## config.mk

```make
export PLATFORM = sky130hd
export DESIGN_NAME = flood_relay_filter_top
export DESIGN_NICKNAME = d
export VERILOG_FILES = /design/src/rtl/core/frf_pkg.sv /design/src/rtl/core/flood_relay_filter_top.sv
export SDC_FILE = /design/constraint.sdc
export NUM_CORES = 2
export LEC_CHECK = 0
export ABC_AREA = 1
export ABC_CLOCK_PERIOD_IN_PS = 8950
export BUFFER_PORTS_ARGS = -buffer_cell sky130_fd_sc_hd__buf_2
export CAP_MARGIN = 20
export CORE_ASPECT_RATIO = 0.8
export CORE_MARGIN = 2
export CORE_UTILIZATION = 50
export DETAILED_ROUTE_END_ITERATION = 7
export PLACE_DENSITY_LB_ADDON = 0.1
export SLEW_MARGIN = 15
export SYNTH_ARGS = -nofsm -noshare
export SYNTH_HDL_FRONTEND = slang
export SYNTH_SLANG_ARGS = --single-unit
```

## constraint.sdc

```tcl
create_clock -name clk -period 8.95 [get_ports clk]
set_clock_uncertainty 0.15 [all_clocks]
set_input_delay 1.3425 -clock clk [delete_from_list [all_inputs] [get_ports clk]]
set_output_delay 1.3425 -clock clk [all_outputs]
set_load 0.1 [all_outputs]
```

## src/rtl/core/frf_pkg.sv

```systemverilog
// ----------------------------------------------------------------------------
// frf_pkg
// Shared types and constants of the flood relay filter: word layouts of the
// input and result channels, action codes, register indexes, sequencer states.
// ----------------------------------------------------------------------------
package frf_pkg;

  localparam int UID_W = 32;
  localparam int SEQ_W = 16;
  localparam int TTL_W = 8;
  localparam int CFG_IDX_W = 3;
  localparam int CFG_DATA_W = 32;

  localparam logic [UID_W-1:0] BROADCAST_UID = 32'hFFFF_FFFF;

  localparam logic OP_PACKET = 1'b0;
  localparam logic OP_TICK   = 1'b1;

  typedef enum logic [CFG_IDX_W-1:0] {
    CFG_OWN_UID       = 3'd0,
    CFG_NODE_ROLE     = 3'd1,
    CFG_MAX_TTL       = 3'd2,
    CFG_CACHE_TIMEOUT = 3'd3
  } cfg_idx_t;

  typedef enum logic [2:0] {
    ACT_BAD_CRC   = 3'd0,
    ACT_DUPLICATE = 3'd1,
    ACT_DELIVER   = 3'd2,
    ACT_RELAY     = 3'd3,
    ACT_IGNORED   = 3'd4
  } action_t;

  typedef enum logic [1:0] {
    ST_IDLE,
    ST_SCAN,
    ST_RESULT
  } state_t;

  typedef struct packed {
    logic             op;
    logic             crc_ok;
    logic [UID_W-1:0] source_uid;
    logic [SEQ_W-1:0] seq_num;
    logic [UID_W-1:0] dest_uid;
    logic [TTL_W-1:0] hop_ttl;
    logic [UID_W-1:0] prev_hop_uid;
  } in_word_t;

  typedef struct packed {
    action_t          action;
    logic [TTL_W-1:0] out_ttl;
    logic [UID_W-1:0] out_prev_hop;
    logic [TTL_W-1:0] route_hops;
    logic [UID_W-1:0] route_next_hop;
    logic [UID_W-1:0] dropped_total;
    logic [UID_W-1:0] relayed_total;
  } out_word_t;

endpackage

```

## src/rtl/core/flood_relay_filter_top.sv

```systemverilog
// ----------------------------------------------------------------------------
// flood_relay_filter_top
// Duplicate suppression and relay decision for controlled flooding, with a
// ring cache of recently seen (source, sequence) pairs and millisecond aging.
// ----------------------------------------------------------------------------
// Each word is either a packet header or a 1 ms tick. A packet with a good CRC
// and every tick walk the filled cache entries through one memory read port,
// one entry per cycle. A packet with a good CRC goes from the scan state to the
// result state, which loads the output register once it is free. A bad-CRC
// packet skips the scan and goes straight to the result state. A tick keeps
// in_ready low until its walk of the cache is done, and it gives no
// result. The block takes one word at a time; in_ready is high only between
// words. A finished result waits in the output register, so the next word can
// be taken while it is still pending.
// Configuration writes are taken at any cycle and should only be issued while
// the block is idle.
module flood_relay_filter_top #(
  parameter int CACHE_DEPTH = 16
) (
  input  logic                            clk,
  input  logic                            rst_n,
  input  logic                            in_valid,
  output logic                            in_ready,
  input  frf_pkg::in_word_t               in_data,
  output logic                            out_valid,
  input  logic                            out_ready,
  output frf_pkg::out_word_t              out_data,
  input  logic                            cfg_we,
  input  logic [frf_pkg::CFG_IDX_W-1:0]   cfg_index,
  input  logic [frf_pkg::CFG_DATA_W-1:0]  cfg_wdata
);
  import frf_pkg::*;

  localparam int AW = (CACHE_DEPTH > 1) ? $clog2(CACHE_DEPTH) : 1;
  localparam int FW = $clog2(CACHE_DEPTH + 1);
  localparam logic [FW-1:0] FILL_MAX = FW'(CACHE_DEPTH);
  localparam logic [AW-1:0] HEAD_LAST = AW'(CACHE_DEPTH - 1);

  // configuration
  logic [UID_W-1:0] own_uid_r;
  logic [1:0]       node_role_r;
  logic [TTL_W-1:0] max_ttl_r;
  logic [31:0]      timeout_r;

  // control and counters
  state_t           state_r, state_nxt;
  logic [AW-1:0]    ring_head_r;
  logic [FW-1:0]    ring_fill_r;
  logic [31:0]      now_ms_r;
  logic [31:0]      dup_drops_r, dup_drops_nxt;
  logic [31:0]      relays_done_r, relays_done_nxt;
  logic [FW-1:0]    rd_idx_r;
  logic             rd_vld_r;
  logic [AW-1:0]    rd_addr_r;
  logic             hit_r;
  logic             out_valid_r;
  out_word_t        out_data_r;
  in_word_t         in_r;

  // cache memories
  logic [UID_W-1:0] entry_source [CACHE_DEPTH];
  logic [SEQ_W-1:0] entry_seq    [CACHE_DEPTH];
  logic [31:0]      entry_stamp  [CACHE_DEPTH];
  logic [UID_W-1:0] src_q;
  logic [SEQ_W-1:0] seq_q;
  logic [31:0]      stamp_q;

  // sequencer outputs
  logic             accept;
  logic             scan_issue;
  logic             scan_done;
  logic             out_load;
  logic             age_we;
  logic             rem_we;
  out_word_t        result;
  logic             is_hit;
  logic             is_stale;
  logic [31:0]      age;

  assign accept = in_valid && in_ready;
  assign age    = now_ms_r - stamp_q;
  assign is_hit = rd_vld_r && (src_q == in_r.source_uid) && (seq_q == in_r.seq_num);
  assign is_stale = (src_q != '0) && (age > timeout_r);

  // next state
  always_comb begin
    state_nxt = state_r;
    unique case (state_r)
      ST_IDLE: begin
        if (accept) begin
          if (in_data.op == OP_PACKET && !in_data.crc_ok) state_nxt = ST_RESULT;
          else state_nxt = ST_SCAN;
        end
      end
      ST_SCAN: begin
        if (scan_done) state_nxt = (in_r.op == OP_TICK) ? ST_IDLE : ST_RESULT;
      end
      ST_RESULT: begin
        if (out_load) state_nxt = ST_IDLE;
      end
      default: state_nxt = ST_IDLE;
    endcase
  end

  // sequencer outputs
  always_comb begin
    in_ready   = (state_r == ST_IDLE);
    scan_issue = (state_r == ST_SCAN) && (rd_idx_r < ring_fill_r);
    scan_done  = (state_r == ST_SCAN) && !scan_issue && !rd_vld_r;
    out_load   = (state_r == ST_RESULT) && (!out_valid_r || out_ready);
    age_we     = (state_r == ST_SCAN) && rd_vld_r && (in_r.op == OP_TICK) && is_stale;
    rem_we     = out_load && in_r.crc_ok && !hit_r;
  end

  // result word
  always_comb begin
    result          = '0;
    dup_drops_nxt   = dup_drops_r;
    relays_done_nxt = relays_done_r;
    priority if (!in_r.crc_ok) begin
      result.action = ACT_BAD_CRC;
    end else if (hit_r) begin
      result.action = ACT_DUPLICATE;
      dup_drops_nxt = dup_drops_r + 32'd1;
    end else if (in_r.dest_uid == own_uid_r || in_r.dest_uid == BROADCAST_UID) begin
      result.action         = ACT_DELIVER;
      result.route_hops     = max_ttl_r - in_r.hop_ttl + 8'd1;
      result.route_next_hop = in_r.prev_hop_uid;
    end else if (in_r.hop_ttl > 8'd1 && node_role_r != 2'd0) begin
      result.action         = ACT_RELAY;
      result.out_ttl        = in_r.hop_ttl - 8'd1;
      result.out_prev_hop   = own_uid_r;
      result.route_hops     = max_ttl_r - in_r.hop_ttl;
      result.route_next_hop = in_r.prev_hop_uid;
      relays_done_nxt       = relays_done_r + 32'd1;
    end else begin
      result.action = ACT_IGNORED;
    end
    result.dropped_total = dup_drops_nxt;
    result.relayed_total = relays_done_nxt;
  end

  // configuration registers
  always_ff @(posedge clk) begin
    if (!rst_n) begin
      own_uid_r   <= '0;
      node_role_r <= '0;
      max_ttl_r   <= 8'd15;
      timeout_r   <= 32'd30000;
    end else if (cfg_we) begin
      unique case (cfg_index)
        CFG_OWN_UID:       own_uid_r   <= cfg_wdata;
        CFG_NODE_ROLE:     node_role_r <= cfg_wdata[1:0];
        CFG_MAX_TTL:       max_ttl_r   <= cfg_wdata[TTL_W-1:0];
        CFG_CACHE_TIMEOUT: timeout_r   <= cfg_wdata;
        default: ;
      endcase
    end
  end

  // control state
  always_ff @(posedge clk) begin
    if (!rst_n) begin
      state_r       <= ST_IDLE;
      ring_head_r   <= '0;
      ring_fill_r   <= '0;
      now_ms_r      <= '0;
      dup_drops_r   <= '0;
      relays_done_r <= '0;
      rd_idx_r      <= '0;
      rd_vld_r      <= 1'b0;
      hit_r         <= 1'b0;
      out_valid_r   <= 1'b0;
    end else begin
      state_r  <= state_nxt;
      rd_vld_r <= scan_issue;
      if (accept) begin
        rd_idx_r <= '0;
        hit_r    <= 1'b0;
        if (in_data.op == OP_TICK) now_ms_r <= now_ms_r + 32'd1;
      end else begin
        if (scan_issue) rd_idx_r <= rd_idx_r + 1'b1;
        if (is_hit && in_r.op == OP_PACKET) hit_r <= 1'b1;
      end
      if (out_load) begin
        dup_drops_r   <= dup_drops_nxt;
        relays_done_r <= relays_done_nxt;
        out_valid_r   <= 1'b1;
      end else if (out_ready) begin
        out_valid_r <= 1'b0;
      end
      if (rem_we) begin
        ring_head_r <= (ring_head_r == HEAD_LAST) ? '0 : ring_head_r + 1'b1;
        if (ring_fill_r < FILL_MAX) ring_fill_r <= ring_fill_r + 1'b1;
      end
    end
  end

  // payload registers
  always_ff @(posedge clk) begin
    if (accept) in_r <= in_data;
    if (out_load) out_data_r <= result;
    if (scan_issue) rd_addr_r <= rd_idx_r[AW-1:0];
  end

  // cache memories: one write and one registered read per cycle
  always_ff @(posedge clk) begin
    if (rem_we) begin
      entry_source[ring_head_r] <= in_r.source_uid;
      entry_seq[ring_head_r]    <= in_r.seq_num;
      entry_stamp[ring_head_r]  <= now_ms_r;
    end else if (age_we) begin
      entry_source[rd_addr_r] <= '0;
    end
    if (scan_issue) begin
      src_q   <= entry_source[rd_idx_r[AW-1:0]];
      seq_q   <= entry_seq[rd_idx_r[AW-1:0]];
      stamp_q <= entry_stamp[rd_idx_r[AW-1:0]];
    end
  end

  assign out_valid = out_valid_r;
  assign out_data  = out_data_r;

  // checks
  a_fill_bound: assert property (@(posedge clk) disable iff (!rst_n)
    ring_fill_r <= FILL_MAX)
    else $error("cache fill above depth");

  a_head_tracks_fill: assert property (@(posedge clk) disable iff (!rst_n)
    (ring_fill_r < FILL_MAX) |-> (ring_head_r == ring_fill_r[AW-1:0]))
    else $error("ring head out of step with fill");

  a_read_from_scan: assert property (@(posedge clk) disable iff (!rst_n)
    rd_vld_r |-> $past(state_r == ST_SCAN))
    else $error("read data outside a scan");

  a_one_write: assert property (@(posedge clk) disable iff (!rst_n)
    !(age_we && rem_we))
    else $error("aging and insert collide");

  a_relay_count: assert property (@(posedge clk) disable iff (!rst_n)
    (out_load && result.action != ACT_RELAY) |=> $stable(relays_done_r))
    else $error("relay count moved without a relay");

  a_tick_no_result: assert property (@(posedge clk) disable iff (!rst_n)
    (state_r == ST_SCAN && in_r.op == OP_TICK) |-> state_nxt != ST_RESULT)
    else $error("tick heading for a result");

endmodule

```

==> impl_metrics.csv <==
group,metric,value,unit
outcome,status,"completed",
synth,synthCells,6219,
place,placedInstanceArea,78900,um2
clock_network,clockBufferDepth,3,
synth,yosys-top-cells-area,"sky130_fd_sc_hd__edfxtp_1, sky130_fd_sc_hd__nor2_1, sky130_fd_sc_hd__dfxtp_1",
route,routedWlPerCell,21.7,um
floorplanning,rows,127,
synth,synth.top_cell.area_share,65.2,%
synth,ys_seq_elements,1822,
synth,syn_area,75200,um2
layout,finish.net_count,6718,
critical_path,worstPathMaxFanout,21,
sta,post-route-min-period,6.70,ns
critical_path,crit_path_kind,"reg2reg",
critical_path,worst_path_most_repeated_cell,"sky130_fd_sc_hd__nand2_1",
route,via_count,48200,
critical_path,critical_path.cell_chain,"ha_1 > a21oi_1 > nand2_1 > a21oi_1 > o21ai_1 > a21boi_0 > o21ai_0 > xor2_1 > ha_1 > nand2_1 > nor3_1 > nand3_1 > o21ai_2 > nand2_1 > nand2_1 > nand3_1 > nor2_4 > buf_4",
critical_path,cp_slowest_stage_delay,0.95,ns
hold_path,hp-class,"reg2reg",
clock_network,numClockSinks,1822,
critical_path,timing.critical_path.arrival,7.03,ns
sta,setup_violations,0,
place,port-buffer-count,310,
layout,drive_above_1_share,11.1,%
synth,synth_ff_type,"sky130_fd_sc_hd__edfxtp_1",
global_routing,first_global_vias,45100,
floorplanning,floorplan.die_area,154000,um2
synth,synth_area_in_adders,1.48,%
clock_network,cts_tree,"done",
sta,post-route-period-util,74.8,%
critical_path,crit_path_start_kind,"register",
layout,area_growth_synth_to_finish,12.6,%
route,detail-route-antenna-nets,0,
global_routing,global_route.usage.total,24.1,%
clock_network,cts-htree-levels,4,
sta,worst_slew_margin_relative_to_its_limit,17.2,%
sta,clock.fmax,149,MHz
critical_path,worst_reg2reg_path_endpoint,"entry_source[10][23]",
clock_network,post-cts-setup-buffers,0,
power,leakagePower,29.7,nW
place,finalWeightedCongestion,0.897,
floorplanning,initial_core_util,50.3,%
synth,yosys.area_share.xor_xnor,1.34,%
sta,tightest_slew,1.24,ns
synth,share_of_cell_area_taken_by_muxes_after_synthesis,1.73,%
run,maxCapViolCount,0,
synth,simple_logic_cell_fraction_of_the_synthesized_area,11.8,%
sta,drv_slew,0,
global_routing,grt_first_pass_wirelength,282,mm
clock_network,cts_root_buffer,"sky130_fd_sc_hd__clkbuf_16",
critical_path,setup.worst_path.end,"entry_source[10][23]",
floorplanning,io-pin-count,311,
sta,fin_setup_tns,0,ns
place,hpwl,103,mm
synth,synth_most_common_cell,"sky130_fd_sc_hd__edfxtp_1",
synth,synth_async_sr_flop_share,0,%
global_routing,use_met1,36.5,%
global_routing,globalRouteMet2Util,36.5,%
floorplanning,chipHeight,351,um
global_routing,globalRoute.busiestLayer,"met1",
synth,synth_top_family_by_area,"simple AND/OR/NAND/NOR gates",
clock_network,cts.clk_slew.worst_paths,0.06,ns
synth,synthesized_nets,6469,
global_routing,grt_antenna_before_repair,7,
synth,synthTopCellsByCount,"sky130_fd_sc_hd__edfxtp_1, sky130_fd_sc_hd__nor2_1, sky130_fd_sc_hd__nand2_1",
route,route.final.wire_length,188,mm
global_routing,globalRouteMet3Util,3.96,%
route,drt_drc_violations_left,0,
sta,final-hold-violation-count,0,
power,max-vdd-ir-drop,0.186,mV
synth,synth_cell_type_count,54,
synth,syn_avg_cell_area,12.1,um2
synth,synth_seq_area_share,70.2,%
critical_path,worst_setup_path_end_kind,"register",
critical_path,cp_data_required_time,9.29,ns
floorplanning,die_width,438,um
synth,synth_compound_area_share,9.33,%
critical_path,cp.depth,18,
critical_path,critPathTopFamily,"simple AND/OR/NAND/NOR gates",
power,power_density,210,nW/um2
clock_network,hold_buffers,0,
sta,rsz_0062_raised_after_global_routing,"no",
global_routing,overflow,0,
synth,synthesis.yosys.warnings,0,
route,drt_iter0_drc,4721,
global_routing,pin_count_of_the_biggest_net_entering_global_routing,250,
critical_path,cpMaxStageDelayCell,"sky130_fd_sc_hd__nor2_4",
clock_network,post_cts_resize_count,0,
layout,final_area,84700,um2
critical_path,critical_path.n_buffers_inverters,1,
route,drt-vias-per-instance,5.59,
floorplanning,core_area,150000,um2
critical_path,critPathLaunch,"now_ms_r[6]",
synth,post-synth-top-area-cell,"sky130_fd_sc_hd__edfxtp_1",
critical_path,r2r_start,"now_ms_r[6]",
clock_network,tritoncts.num_buffers,180,
synth,synth_edf_count,1633,
clock_network,clock_insertion_delay_worst_skew,0.82,ns
critical_path,worst-r2r-cell-count,18,
critical_path,ff2ff_setup_slack,2.25,ns
route,first_pass_iters,5,
-- through the flow --
stage               std cells  utilization [%]  setup WS [ns]  hold WS [ns]  total power [mW]
CTS                      8621             56.6           2.23         0.344              17.9
detailed placement       8285             52.8           2.23         0.327              10.5
finish                   8627             56.6           2.25         0.335              17.8
global route             8624             56.6           1.77         0.375              18.4
global placement         8285             52.8           2.47         0.327              10.5
floorplan                6219                -           2.34         0.282              10.3
-- kinds of logic after synthesis --
group	Yosys count
multiplexers	130
AND/OR/NAND/NOR	2153
buffers and inverters	794
adder cells (fa/ha/maj)	88
AO/OA/AOI/OAI	1117
XOR/XNOR	115
flip-flops	1822
-- per-layer routing --
layer | routed length [um] | vias to the layer above
li1 | - | 22800
met4 | 3640 | 6
met2 | 83300 | 1599
met5 | 31 | -
met3 | 13200 | 261
met1 | 87400 | 23600
-- worst reg2reg max path: stages (launching register included) --
cell,delay (ns)
sky130_fd_sc_hd__dfxtp_1,0.78
sky130_fd_sc_hd__ha_1,0.41
sky130_fd_sc_hd__a21oi_1,0.21
sky130_fd_sc_hd__nand2_1,0.09
sky130_fd_sc_hd__a21oi_1,0.23
sky130_fd_sc_hd__o21ai_1,0.16
sky130_fd_sc_hd__a21boi_0,0.46
sky130_fd_sc_hd__o21ai_0,0.24
sky130_fd_sc_hd__xor2_1,0.19
sky130_fd_sc_hd__ha_1,0.31
sky130_fd_sc_hd__nand2_1,0.12
sky130_fd_sc_hd__nor3_1,0.21
sky130_fd_sc_hd__nand3_1,0.18
sky130_fd_sc_hd__o21ai_2,0.41
sky130_fd_sc_hd__nand2_1,0.28
sky130_fd_sc_hd__nand2_1,0.21
sky130_fd_sc_hd__nand3_1,0.34
sky130_fd_sc_hd__nor2_4,0.95
sky130_fd_sc_hd__buf_4,0.42
-- registers in the layout (all words and copies together) (netlist names), 2 cells and up --
register	cells
relays_done_r	32
entry_seq	256
ring_fill_r	5
now_ms_r	32
stamp_q	32
timeout_r	32
src_q	32
rd_idx_r	5
max_ttl_r	8
in_r	122
ring_head_r	4
dup_drops_r	32
node_role_r	2
out_data	147
state_r	2
seq_q	16
entry_source	512
rd_addr_r	4
own_uid_r	32
entry_stamp	512
-- how the worst min path moves through the flow --
stage	slack, ns	startpoint	to	depth (start not counted)
after floorplan	0.28	rd_idx_r[2]	rd_addr_r[2]	0
after global placement	0.33	max_ttl_r[2]	max_ttl_r[2]	2
after detailed placement	0.33	max_ttl_r[3]	max_ttl_r[3]	2
after CTS	0.34	max_ttl_r[3]	max_ttl_r[3]	2
after global routing	0.38	max_ttl_r[2]	max_ttl_r[2]	2
final	0.33	max_ttl_r[3]	max_ttl_r[3]	2
-- final cells by class --
class                      count  area [um2]
antenna                        6        15.0
multi-input combinational   3603       19600
clock buffer                 250        5000
clock inverter                86         787
fill                       12300       64800
inverter                     491        1870
tap                         1999        2500
timing repair buffer         370        2080
sequential                  1822       52800
-- cells in the final DEF, fill, tap and decap left out, types with 43 or more instances in the layout --
cell type                   count
sky130_fd_sc_hd__inv_1        475
sky130_fd_sc_hd__xor2_1        89
sky130_fd_sc_hd__buf_2        309
sky130_fd_sc_hd__o21ai_0      489
sky130_fd_sc_hd__nand2_1      694
sky130_fd_sc_hd__o32ai_1      190
sky130_fd_sc_hd__clkbuf_1      51
sky130_fd_sc_hd__ha_1          86
sky130_fd_sc_hd__nor2_1      1045
sky130_fd_sc_hd__o221ai_1     131
sky130_fd_sc_hd__dfxtp_1      186
sky130_fd_sc_hd__nand3_1      220
sky130_fd_sc_hd__clkbuf_16    184
sky130_fd_sc_hd__mux2i_1      130
sky130_fd_sc_hd__buf_4         55
sky130_fd_sc_hd__edfxtp_1    1633
sky130_fd_sc_hd__a21oi_1      205
sky130_fd_sc_hd__nor2_4        43
-- report_power, final --
part	internal, mW	switching, mW
Combinational	0.184	0.630
Sequential	9.41	0.103
Clock	4.26	3.22
Total	13.9	3.95
Power figures use the tool's default switching activity.
